### src/rtl/core/drt_pkg.sv
// Shared types and constants of the dirty region tracker.
// Used by drt_clip, drt_state and the dirty_region_tracker top level.
package drt_pkg;

  // Width of one canvas coordinate; covers 0 to 2047 inclusive.
  localparam int unsigned COORD_W = 11;
  // Width of one signed rectangle field on the input.
  localparam int unsigned FIELD_W = 16;
  // Width of the internal clip sums.
  localparam int unsigned SUM_W = FIELD_W + 1;
  localparam int unsigned TIME_W = 32;
  localparam int unsigned CFG_W = 16;
  localparam int unsigned CFG_IDX_W = 1;

  localparam int unsigned DEF_CANVAS_ROWS = 240;
  localparam int unsigned DEF_CANVAS_COLUMNS = 320;
  localparam logic [CFG_W-1:0] FRAME_INTERVAL_RST = 16'd16;
  localparam logic [CFG_W-1:0] FILL_COLOUR_RST = 16'd0;

  typedef enum logic [1:0] {
    CMD_BEGIN    = 2'd0,
    CMD_MARK     = 2'd1,
    CMD_MARK_ALL = 2'd2,
    CMD_RENDER   = 2'd3
  } cmd_e;

  typedef enum logic [CFG_IDX_W-1:0] {
    CFG_FRAME_INTERVAL = 1'd0,
    CFG_FILL_COLOUR    = 1'd1
  } cfg_idx_e;

  // Half-open rectangle on the canvas.
  typedef struct packed {
    logic [COORD_W-1:0] top;
    logic [COORD_W-1:0] bottom;
    logic [COORD_W-1:0] left;
    logic [COORD_W-1:0] right;
  } rect_t;

  typedef struct packed {
    logic               drawn;
    logic [COORD_W-1:0] top;
    logic [COORD_W-1:0] height;
    logic [COORD_W-1:0] left;
    logic [COORD_W-1:0] width;
    logic [CFG_W-1:0]   fill;
  } result_t;

endpackage

### src/rtl/core/drt_clip.sv
// Clips a signed rectangle to the canvas and flags an empty result.
// Depends on drt_pkg.
module drt_clip #(
  parameter int unsigned CANVAS_ROWS    = drt_pkg::DEF_CANVAS_ROWS,
  parameter int unsigned CANVAS_COLUMNS = drt_pkg::DEF_CANVAS_COLUMNS
) (
  input  logic signed [drt_pkg::FIELD_W-1:0] top_i,
  input  logic signed [drt_pkg::FIELD_W-1:0] height_i,
  input  logic signed [drt_pkg::FIELD_W-1:0] left_i,
  input  logic signed [drt_pkg::FIELD_W-1:0] width_i,
  output logic                               nonempty_o,
  output drt_pkg::rect_t                     rect_o
);
  import drt_pkg::*;

  localparam logic signed [SUM_W-1:0] RowsS = SUM_W'(CANVAS_ROWS);
  localparam logic signed [SUM_W-1:0] ColsS = SUM_W'(CANVAS_COLUMNS);

  logic signed [SUM_W-1:0] top_ext, left_ext;
  logic signed [SUM_W-1:0] bot_sum, right_sum;
  logic signed [SUM_W-1:0] top_c, bot_c, left_c, right_c;

  always_comb begin
    top_ext   = SUM_W'(top_i);
    left_ext  = SUM_W'(left_i);
    bot_sum   = top_ext + SUM_W'(height_i);
    right_sum = left_ext + SUM_W'(width_i);
    top_c     = (top_ext < 0) ? '0 : top_ext;
    left_c    = (left_ext < 0) ? '0 : left_ext;
    bot_c     = (bot_sum > RowsS) ? RowsS : bot_sum;
    right_c   = (right_sum > ColsS) ? ColsS : right_sum;
    nonempty_o = (top_c < bot_c) && (left_c < right_c);
    // When not empty every clipped edge lies between zero and the canvas size.
    rect_o.top    = top_c[COORD_W-1:0];
    rect_o.bottom = bot_c[COORD_W-1:0];
    rect_o.left   = left_c[COORD_W-1:0];
    rect_o.right  = right_c[COORD_W-1:0];
  end

endmodule

### src/rtl/core/drt_state.sv
// Dirty box and last-frame time registers, with the union and render logic.
// Depends on drt_pkg.
module drt_state (
  input  logic                          clk_i,
  input  logic                          rst_ni,
  input  logic                          go_i,
  input  drt_pkg::cmd_e                 cmd_i,
  input  logic [drt_pkg::TIME_W-1:0]    time_i,
  input  logic                          mark_nonempty_i,
  input  drt_pkg::rect_t                mark_rect_i,
  input  logic [drt_pkg::CFG_W-1:0]     frame_interval_i,
  input  logic [drt_pkg::CFG_W-1:0]     fill_colour_i,
  output drt_pkg::result_t              result_o
);
  import drt_pkg::*;

  rect_t             box_q, box_d;
  logic [TIME_W-1:0] last_q, last_d;
  logic              box_exists;
  logic [TIME_W-1:0] elapsed;
  logic              due;

  always_comb begin
    box_exists = box_q.top < box_q.bottom;
    elapsed    = time_i - last_q;
    due        = box_exists && (elapsed >= TIME_W'(frame_interval_i));

    result_o = '0;
    if (due) begin
      result_o.drawn  = 1'b1;
      result_o.top    = box_q.top;
      result_o.height = box_q.bottom - box_q.top;
      result_o.left   = box_q.left;
      result_o.width  = box_q.right - box_q.left;
      result_o.fill   = fill_colour_i;
    end

    box_d  = box_q;
    last_d = last_q;
    if (go_i) begin
      case (cmd_i)
        CMD_BEGIN: begin
          box_d  = '0;
          last_d = time_i - TIME_W'(frame_interval_i);
        end
        CMD_MARK, CMD_MARK_ALL: begin
          if (mark_nonempty_i) begin
            if (!box_exists) begin
              box_d = mark_rect_i;
            end else begin
              if (mark_rect_i.top < box_q.top) box_d.top = mark_rect_i.top;
              if (mark_rect_i.bottom > box_q.bottom) box_d.bottom = mark_rect_i.bottom;
              if (mark_rect_i.left < box_q.left) box_d.left = mark_rect_i.left;
              if (mark_rect_i.right > box_q.right) box_d.right = mark_rect_i.right;
            end
          end
        end
        CMD_RENDER: begin
          if (due) begin
            box_d  = '0;
            last_d = time_i;
          end
        end
        default: begin
          box_d = box_q;
        end
      endcase
    end
  end

  always_ff @(posedge clk_i or negedge rst_ni) begin
    if (!rst_ni) begin
      box_q  <= '0;
      last_q <= '0;
    end else begin
      box_q  <= box_d;
      last_q <= last_d;
    end
  end

endmodule

### src/rtl/core/dirty_region_tracker.sv
// Top level of the dirty region tracker: input register, configuration
// registers, clip and state logic, and the result register. Depends on drt_pkg.
//
// The tracker keeps one dirty bounding box on a canvas of CANVAS_ROWS by
// CANVAS_COLUMNS pixels. Every input transaction carries a command: begin
// clears the box and backdates the last-frame time by frame_interval, mark
// clips the signed rectangle to the canvas and grows the box to cover it,
// mark-all covers the whole canvas, and render returns exactly one result
// transaction. A render result has drawn set, with the box and fill_colour,
// only when a box exists and at least frame_interval milliseconds have passed
// since the last emitted redraw (32-bit wrapping time); otherwise all result
// fields are zero. Only render produces a result. The block takes one
// transaction per cycle while no render stalls: an item sits in the input
// register, where the clip, union and time compare run, and a render result
// is then registered in the output register. The single output register
// sets the throughput limit: while a render result waits there, a following
// render stalls in the input register and holds back the transactions behind
// it, whereas other commands in the input register never wait on the output.
// Configuration writes (0 frame_interval, 1 fill_colour) are always accepted
// and are meant to be issued while no transaction is in flight.
module dirty_region_tracker #(
  parameter int unsigned CANVAS_ROWS    = drt_pkg::DEF_CANVAS_ROWS,
  parameter int unsigned CANVAS_COLUMNS = drt_pkg::DEF_CANVAS_COLUMNS
) (
  input  logic                                 clk_i,
  input  logic                                 rst_ni,
  // Configuration write channel.
  input  logic                                 cfg_valid_i,
  output logic                                 cfg_ready_o,
  input  logic [drt_pkg::CFG_IDX_W-1:0]        cfg_index_i,
  input  logic [drt_pkg::CFG_W-1:0]            cfg_data_i,
  // Input channel.
  input  logic                                 in_valid_i,
  output logic                                 in_ready_o,
  input  logic [1:0]                           command_i,
  input  logic [drt_pkg::TIME_W-1:0]           time_ms_i,
  input  logic signed [drt_pkg::FIELD_W-1:0]   rect_top_i,
  input  logic signed [drt_pkg::FIELD_W-1:0]   rect_height_i,
  input  logic signed [drt_pkg::FIELD_W-1:0]   rect_left_i,
  input  logic signed [drt_pkg::FIELD_W-1:0]   rect_width_i,
  // Result channel.
  output logic                                 out_valid_o,
  input  logic                                 out_ready_i,
  output logic                                 drawn_o,
  output logic [drt_pkg::COORD_W-1:0]          out_top_o,
  output logic [drt_pkg::COORD_W-1:0]          out_height_o,
  output logic [drt_pkg::COORD_W-1:0]          out_left_o,
  output logic [drt_pkg::COORD_W-1:0]          out_width_o,
  output logic [drt_pkg::CFG_W-1:0]            out_fill_o
);
  import drt_pkg::*;

  // Configuration registers.
  logic [CFG_W-1:0] frame_interval_q, frame_interval_d;
  logic [CFG_W-1:0] fill_colour_q, fill_colour_d;

  // Input register.
  logic                      in_valid_q, in_valid_d;
  cmd_e                      cmd_q;
  logic [TIME_W-1:0]         time_q;
  logic signed [FIELD_W-1:0] top_q, height_q, left_q, width_q;

  // Result register.
  logic    out_valid_q, out_valid_d;
  result_t res_q;

  logic                      out_free;
  logic                      exec_go;
  logic                      in_take;
  logic signed [FIELD_W-1:0] clip_top, clip_height, clip_left, clip_width;
  logic                      mark_nonempty;
  rect_t                     mark_rect;
  result_t                   result;

  // The output register frees up when it is empty or its result is taken in
  // this cycle. Only a render needs it, so other commands never wait on it.
  assign out_free    = !out_valid_q || out_ready_i;
  assign exec_go     = in_valid_q && ((cmd_q != CMD_RENDER) || out_free);
  assign in_ready_o  = !in_valid_q || exec_go;
  assign in_take     = in_valid_i && in_ready_o;
  assign cfg_ready_o = 1'b1;

  always_comb begin
    frame_interval_d = frame_interval_q;
    fill_colour_d    = fill_colour_q;
    if (cfg_valid_i) begin
      unique case (cfg_index_i)
        CFG_FRAME_INTERVAL: frame_interval_d = cfg_data_i;
        CFG_FILL_COLOUR:    fill_colour_d    = cfg_data_i;
        default:            frame_interval_d = frame_interval_q;
      endcase
    end
  end

  always_ff @(posedge clk_i or negedge rst_ni) begin
    if (!rst_ni) begin
      frame_interval_q <= FRAME_INTERVAL_RST;
      fill_colour_q    <= FILL_COLOUR_RST;
    end else begin
      frame_interval_q <= frame_interval_d;
      fill_colour_q    <= fill_colour_d;
    end
  end

  // Input register: the valid flag is control state, the payload is not reset.
  assign in_valid_d = in_take || (in_valid_q && !exec_go);

  always_ff @(posedge clk_i or negedge rst_ni) begin
    if (!rst_ni) begin
      in_valid_q <= 1'b0;
    end else begin
      in_valid_q <= in_valid_d;
    end
  end

  always_ff @(posedge clk_i) begin
    if (in_take) begin
      cmd_q    <= cmd_e'(command_i);
      time_q   <= time_ms_i;
      top_q    <= rect_top_i;
      height_q <= rect_height_i;
      left_q   <= rect_left_i;
      width_q  <= rect_width_i;
    end
  end

  // Mark-all reuses the clipper with the full canvas as its rectangle.
  always_comb begin
    if (cmd_q == CMD_MARK_ALL) begin
      clip_top    = '0;
      clip_height = FIELD_W'(CANVAS_ROWS);
      clip_left   = '0;
      clip_width  = FIELD_W'(CANVAS_COLUMNS);
    end else begin
      clip_top    = top_q;
      clip_height = height_q;
      clip_left   = left_q;
      clip_width  = width_q;
    end
  end

  drt_clip #(
    .CANVAS_ROWS    (CANVAS_ROWS),
    .CANVAS_COLUMNS (CANVAS_COLUMNS)
  ) u_clip (
    .top_i      (clip_top),
    .height_i   (clip_height),
    .left_i     (clip_left),
    .width_i    (clip_width),
    .nonempty_o (mark_nonempty),
    .rect_o     (mark_rect)
  );

  drt_state u_state (
    .clk_i            (clk_i),
    .rst_ni           (rst_ni),
    .go_i             (exec_go),
    .cmd_i            (cmd_q),
    .time_i           (time_q),
    .mark_nonempty_i  (mark_nonempty),
    .mark_rect_i      (mark_rect),
    .frame_interval_i (frame_interval_q),
    .fill_colour_i    (fill_colour_q),
    .result_o         (result)
  );

  // Result register: loaded by each executed render, emptied when taken.
  always_comb begin
    if (exec_go && (cmd_q == CMD_RENDER)) begin
      out_valid_d = 1'b1;
    end else if (out_ready_i) begin
      out_valid_d = 1'b0;
    end else begin
      out_valid_d = out_valid_q;
    end
  end

  always_ff @(posedge clk_i or negedge rst_ni) begin
    if (!rst_ni) begin
      out_valid_q <= 1'b0;
    end else begin
      out_valid_q <= out_valid_d;
    end
  end

  always_ff @(posedge clk_i) begin
    if (exec_go && (cmd_q == CMD_RENDER)) begin
      res_q <= result;
    end
  end

  assign out_valid_o  = out_valid_q;
  assign drawn_o      = res_q.drawn;
  assign out_top_o    = res_q.top;
  assign out_height_o = res_q.height;
  assign out_left_o   = res_q.left;
  assign out_width_o  = res_q.width;
  assign out_fill_o   = res_q.fill;

endmodule

### config.mk
export PLATFORM = sky130hd
export DESIGN_NAME = dirty_region_tracker
export DESIGN_NICKNAME = d
export VERILOG_FILES = /design/src/rtl/core/drt_pkg.sv /design/src/rtl/core/drt_clip.sv /design/src/rtl/core/drt_state.sv /design/src/rtl/core/dirty_region_tracker.sv
export SDC_FILE = /design/constraint.sdc
export NUM_CORES = 1
export LEC_CHECK = 0
export BUFFER_PORTS_ARGS = -buffer_cell sky130_fd_sc_hd__buf_4
export CORE_UTILIZATION = 55
export CTS_BUF_LIST = sky130_fd_sc_hd__clkbuf_4
export DETAILED_ROUTE_END_ITERATION = 8
export PLACE_DENSITY = 0.84
export SLEW_MARGIN = 20
export SYNTH_ARGS = -nofsm -noshare
export SYNTH_HDL_FRONTEND = slang
export SYNTH_SLANG_ARGS = --single-unit
### constraint.sdc
create_clock -name clk_i -period 13 [get_ports clk_i]
set_input_delay 0.65 -clock clk_i [delete_from_list [all_inputs] [get_ports clk_i]]
set_output_delay 0.65 -clock clk_i [all_outputs]
set_load 0.005 [all_outputs]
# Yosys cells after proc, flatten, opt, wreduce, memory -nomap -nowiden
# Index checks and enable logic that the tools add are counted.
dict set report word_totals {
  word_cells 95
  ram_bits 0
  output_inout_bits 64
  mem_bits_ro 0
  latchBits 0
  inputBits 120
  memories 0
  regBits 269
}
dict set report classes {
  div 0
  eq_ne 10
  shifts 0
  n_reduce_logical 24
  n_mul 0
  n_bitwise 1
  order_cmp 12
  n_mux 21
  addsub 6
}
# operator count
set op_table {}
lappend op_table {{$mux 44} 3}
lappend op_table {{$pmux 44 s3} 1}
lappend op_table {{$mux 17} 4}
lappend op_table {{$mux 16} 4}
lappend op_table {{$pmux 32 s2} 1}
lappend op_table {{$mux 61} 1}
lappend op_table {{$mux 11} 4}
lappend op_table {{$add 16x16->17} 2}
lappend op_table {{$lt 17x17->1} 2}
lappend op_table {{$lt 11x11->1} 3}
lappend op_table {{$ge 32x16->1} 1}
lappend op_table {{$lt 16x1->1 const B} 2}
lappend op_table {{$mux 32} 1}
lappend op_table {{$sub 32x16->32} 1}
lappend op_table {{$sub 32x32->32} 1}
lappend op_table {{$gt 11x11->1} 2}
lappend op_table {{$sub 11x11->11} 2}
lappend op_table {{$gt 17x10->1 const B} 1}
lappend op_table {{$gt 17x9->1 const B} 1}
lappend op_table {{$reduce_and 4->1} 4}
lappend op_table {{$ne 3x3->1 const B} 4}
lappend op_table {{$logic_and 1x1->1} 6}
lappend op_table {{$eq 2x2->1 const B} 2}
lappend op_table {{$logic_or 1x1->1} 4}
lappend op_table {{other kinds (11)} 17}

# Depth between registers and ports, before layout
dict set report depth {
  word_depth 10
  depth_mapped 32
  ltp_nobuf 28
}

# Cells and area by module
# A second synthesis with hierarchy kept.
dict set report hier_totals {
  hier_cells 1859
  area_unflattened_um2 18739.2
}
# mod seq_area_each_um2 cells_each area_per_inst_um2 n_inst
set by_module_without_submodules {}
lappend by_module_without_submodules {drt_state 1901.8 1152 9252.6 1}
lappend by_module_without_submodules {dirty_region_tracker 5626.6 314 6660.1 1}
lappend by_module_without_submodules {drt_clip 0.0 393 2826.5 1}

# Worst setup path after synthesis
# OpenSTA, ideal clock, no wires.
dict set report synth_timing {
  path_type {register to register}
  startpoint {reg cmd_q[0]}
  endpoint {reg u_state.box_q[14] (netlist name)}
  synth_period_minus_slack_ns 7.114
  required_ns 12.872
  path_stages_with_launch 32
  setup_slack_ns 5.886
  setup_ns 0.128
  arrival_ns 6.986
  path_buffers 5
  path_cell_list {edfxtp_1 inv_1 ha_1 buf_2 buf_1 clkbuf_1 clkbuf_1 nor2b_1 ha_1 ha_1 a221o_1 a41oi_1 o41a_1 a2111oi_4 or3_1 a221oi_1 nand4bb_1 o21ai_1 nand2_1 ha_1 a21o_1 a21o_1 a211oi_1 o21ai_0 a21oi_1 mux2i_1 or2_2 a32o_1 a211o_1 a211oi_2 buf_6 mux2_1}
}
dict set report synth_between {
  elab_chain_cells 9
  elab_cells_between_ends 34
  classes_between {add/sub (2); order compare (7); eq/ne (7); mux (12); reduce/logical (6)}
}
# element line
set synth_rtl {}
lappend synth_rtl {{from (decl)} dirty_region_tracker.sv:59} ;# cmd_e cmd_q;
lappend synth_rtl {{from (signal assigned)} dirty_region_tracker.sv:118} ;# cmd_q <= cmd_e'(command_i);
lappend synth_rtl {{$eq 2x2->1} {drt_state.sv:41, dirty_region_tracker.sv:129}}
lappend synth_rtl {{$mux 16} dirty_region_tracker.sv:129} ;# if (cmd_q == CMD_MARK_ALL) begin
lappend synth_rtl {{$add 16x16->17 (on tied branches)} {drt_clip.sv:26, drt_clip.sv:27}}
lappend synth_rtl {{$gt 17x9->1 / $gt 17x10->1 (equally long branches)} {drt_clip.sv:30, drt_clip.sv:31}}
lappend synth_rtl {{$mux 17 (on tied branches)} {drt_clip.sv:30, drt_clip.sv:31}}
lappend synth_rtl {{$lt 17x17->1} drt_clip.sv:32} ;# nonempty_o = (top_c < bot_c) && (left_c < right_c);
lappend synth_rtl {{$logic_and 1x1->1} drt_clip.sv:32}
lappend synth_rtl {{$ne 2x2->1 (no line)} -}
lappend synth_rtl {{$reduce_and 4->1 (no line)} -}
lappend synth_rtl {{to (signal assigned)} drt_state.sv:76} ;# box_q <= box_d;
lappend synth_rtl {{to (decl)} drt_state.sv:17} ;# rect_t box_q, box_d;
# Several ways; a longest one is shown, not always the timed one. The select of a mux whose other input is x is not followed.
# A chain may end at the register's enable or synchronous reset.

# Final worst setup path
dict set report layout_timing {
  startpoint {reg cmd_q[0]}
  endpoint {reg u_state.box_q[4] (netlist name)}
}
dict set report layout_between {
  elab_chain_cells 9
  elab_cells_between_ends 34
  classes_between {add/sub (2); order compare (7); eq/ne (7); mux (12); reduce/logical (6)}
}
# element line
set layout_rtl {}
lappend layout_rtl {{$eq 2x2->1} {drt_state.sv:41, dirty_region_tracker.sv:129}}
lappend layout_rtl {{$mux 16} dirty_region_tracker.sv:129}
lappend layout_rtl {{$add 16x16->17 (on tied branches)} {drt_clip.sv:26, drt_clip.sv:27}}
lappend layout_rtl {{$gt 17x9->1 / $gt 17x10->1 (equally long branches)} {drt_clip.sv:30, drt_clip.sv:31}}
lappend layout_rtl {{$mux 17 (on tied branches)} {drt_clip.sv:30, drt_clip.sv:31}}
lappend layout_rtl {{$lt 17x17->1 / $mux 11 (equally long branches)} {drt_clip.sv:32, drt_state.sv:54}}
lappend layout_rtl {{$logic_and 1x1->1 / $mux 44 (equally long branches)} {drt_clip.sv:32, drt_state.sv:48}}
lappend layout_rtl {{$ne 2x2->1 (no line) / $mux 44 (equally long branches)} -}
lappend layout_rtl {{$reduce_and 4->1 (no line) / $pmux 44 s3 (equally long branches)} -}
# Several ways; a longest one is shown, not always the timed one. The select of a mux whose other input is x is not followed.

==> results.cfg <==
[logic_synthesis]
avgSynthCellArea_um2 = 10.0
ys.flop_type = edfxtp_1
synth_area_leader_cell = edfxtp_1
async_reset_ff_frac = 0.409
synth.distinct_cells = 86
synth_cells = 1811
synth.top_cell.area_share = 0.263
synth_area_leaders = edfxtp_1, dfrtp_1, ha_1, inv_1, a21oi_1
synthesis.area_um2 = 18100
yosysSeqAreaShare = 0.415
ys_ff_latch = 269
synth_edf_count = 159
yosysWarnings = 0
synth_nets = 2119

[die]
start_util = 0.558
row_count = 66
core_area_um2 = 32500
dieWidth_um = 184
die_area_um2 = 33700
die_h_um = 184
pin_count = 184

[cts]
cts_num_sinks = 269
clk_pin_slew_ns = 0.08
numCtsBuffers = 75
clk_latency_ns = 0.80
cts_max_level = 3
cts_setup_buffers = 0
clock_path_buffers = 3
cts_tree = done
cts_root_buffer = clkbuf_4

[sta]
rsz0062_at_grt = no
fin_crit_sh = 0.605
slew_violations = 0
setup_tns_ns = 0
skew_ns = 0.0726
tightestPinTransition_ns = 0.935
min_period_ns = 7.86
max_freq_mhz = 127
slew_headroom = 0.361
finalSetupViolations = 0
hold_violations = 0

[global_routing]
grt_pass1_wl_mm = 72.4
grt_pass1_vias = 14800
gr-total-overflow = 0
grt_max_degree = 62
grt_usage = 0.272
grt_antenna_before_repair = 2

[worst_setup_path]
crit_required_ns = 13.66
criticalPathCategory = register to register
r2r-end = u_state.box_q[4]$_DFFE_PN0P_
start_kind = register
worstPathArrival_ns = 8.51
end_kind = register
r2r_start = cmd_q[0]$_DFFE_PP_
rrSetupSlack_ns = 5.14
r2r_cells = 27
crit_fanout = 55

[final_layout]
layout.cells.non_filler = 2572
area_growth_pct = 17.5
drive_gt1_frac = 0.188
fin_area_um2 = 21300
layout.cells.most_common = buf_4
fill_cells = 2560
mostFrequentLayoutCells = buf_4, ha_1, edfxtp_1
fin_nets = 2370

[power_and_ir_drop]
power.leakage_nw = 9.49
power.density_nw_per_um2 = 197
finalPower_mw = 4.20
vdd_drop_max_mv = 0.186

[min_path]
hold_class = primary input to register
whs_endpoint = left_q[10]$_DFFE_PP_
whs_path_depth = 1
hold_start = rect_left_i[10]

[route]
ant_nets = 0
routedWlPerCell_um = 17.6
wirelength_mm = 45.1
drt_first_pass_iters = 6
drc = 0
routed-via-count = 14600
via_per_inst = 5.67
drt-initial-drc-count = 1135

[placement]
place_inst = 2393
post-dp-hpwl_mm = 33.7
place_congestion = 0.944
io_buffers = 182
placed_cell_area_um2 = 19900

[job]
cap_violations = 0

[status]
outcome = completed
per-stage QoR:
step	utilization	hold slack (ns)	setup WS, ns
after floorplan	-	0.354	5.89
after global placement	0.613	0.479	5.15
after detailed placement	0.614	0.487	5.18
after CTS	0.655	0.00233	5.13
after global routing	0.656	-0.00560	4.44
final	0.656	0.0545	5.14
power breakdown:
group / switching, mW / leakage (nW) / internal, mW / total [mW]
Combinational: 1.20 / 5.99 / 0.965 / 2.17
Clock: 0.370 / 0.602 / 0.424 / 0.794
Sequential: 0.0992 / 2.91 / 1.14 / 1.23
per-layer routing:
metal  up-vias  routed length [um]  global-route usage
met5         -                   0                   0
met4         0                1440               0.118
met3       106                2460              0.0501
met2       509               22300               0.473
met1      6911               19000               0.330
li1       7052                   -                   -
critical path, cell delays in order (launching register included):
cell and delay (ns):
edfxtp_1 0.39, inv_1 0.08, ha_2 0.18, buf_4 0.51, nor2b_1 0.11, ha_1 0.25
ha_1 0.21, a221o_1 0.27, a41oi_1 0.29, o41a_1 0.32, a2111oi_4 0.12, or3_1 0.35
a221oi_1 0.30, nand4bb_1 0.20, o21ai_1 0.54, nand2_1 0.15, ha_1 0.32, a21o_1 0.18
a21o_1 0.17, a211oi_1 0.24, o21ai_0 0.15, a21oi_1 0.22, mux2i_1 0.09, or2_2 0.28
a32o_1 0.24, a211o_1 0.36, nor3_2 0.75, mux2_2 0.41
sequential cells by signal (all words and copies together), names as in the netlist:
signal / count
out_top_o: 11
u_state.last_q: 32
width_q: 16
u_state.box_q: 44
in_valid_q: 1
left_q: 16
cmd_q: 2
out_fill_o: 16
height_q: 16
frame_interval_q: 16
out_width_o: 11
fill_colour_q: 16
out_height_o: 11
drawn_o: 1
time_q: 32
out_left_o: 11
top_q: 16
out_valid_o: 1
how the worst max path moves through the flow:
stage                             startpoint                             to  slack [ns]  depth (start not counted)
after global routing      cmd_q[0]$_DFFE_PP_   u_state.box_q[4]$_DFFE_PN0P_        4.44                         27
after detailed placement  cmd_q[0]$_DFFE_PP_   u_state.box_q[4]$_DFFE_PN0P_        5.18                         27
after CTS                 cmd_q[0]$_DFFE_PP_   u_state.box_q[4]$_DFFE_PN0P_        5.13                         27
final                     cmd_q[0]$_DFFE_PP_   u_state.box_q[4]$_DFFE_PN0P_        5.14                         27
after global placement    cmd_q[0]$_DFFE_PP_  u_state.box_q[33]$_DFFE_PN0P_        5.15                         27
after floorplan           cmd_q[0]$_DFFE_PP_  u_state.box_q[14]$_DFFE_PN0P_        5.89                         31
synth_stat cells, types with 17 or more instances:
| master | count |
|---|---|
| nand3_1 | 34 |
| nor2_1 | 115 |
| nor2b_1 | 73 |
| or2_2 | 17 |
| clkbuf_1 | 38 |
| ha_1 | 184 |
| edfxtp_1 | 159 |
| xor2_1 | 28 |
| nand2_1 | 128 |
| dfrtp_1 | 109 |
| mux2i_1 | 42 |
| nand2b_1 | 28 |
| a21oi_1 | 104 |
| xnor2_1 | 56 |
| o21ai_0 | 79 |
| nor3_1 | 31 |
| o21a_1 | 18 |
| and2_1 | 61 |
| a21o_1 | 47 |
| inv_1 | 158 |
| mux2_2 | 29 |
| nand4_1 | 19 |
logic make-up after synthesis:
group,count (synthesis),share of synthesized area
other,1,0.000207
adders and majority gates,189,0.132
AOI/OAI and AO/OA,390,0.143
DFF,269,0.415
buffers and inverters,209,0.0453
muxes,95,0.0578
and+or+nand+nor,574,0.166
xor gates and xnor gates,84,0.0406
cell type report:
type | count | area, um2 | area share
Antenna cell | 6 | 15.0 | 0.000705
Clock inverter | 17 | 70.1 | 0.00329
Sequential cell | 269 | 7530 | 0.354
Inverter | 158 | 593 | 0.0278
Timing Repair Buffer | 225 | 1800 | 0.0847
Multi-Input combinational cell | 1333 | 9820 | 0.461
Clock buffer | 122 | 916 | 0.0430
Tap cell | 442 | 553 | 0.0260
repair_timing:
item | CTS | global route
endpoints found under the setup margin | 0 | 0
endpoints found under the hold margin | 77 | 0
gates resized for setup | 0 | 0
hold buffers | 33 | 0
No activity file was read; power rests on OpenSTA's default activity.
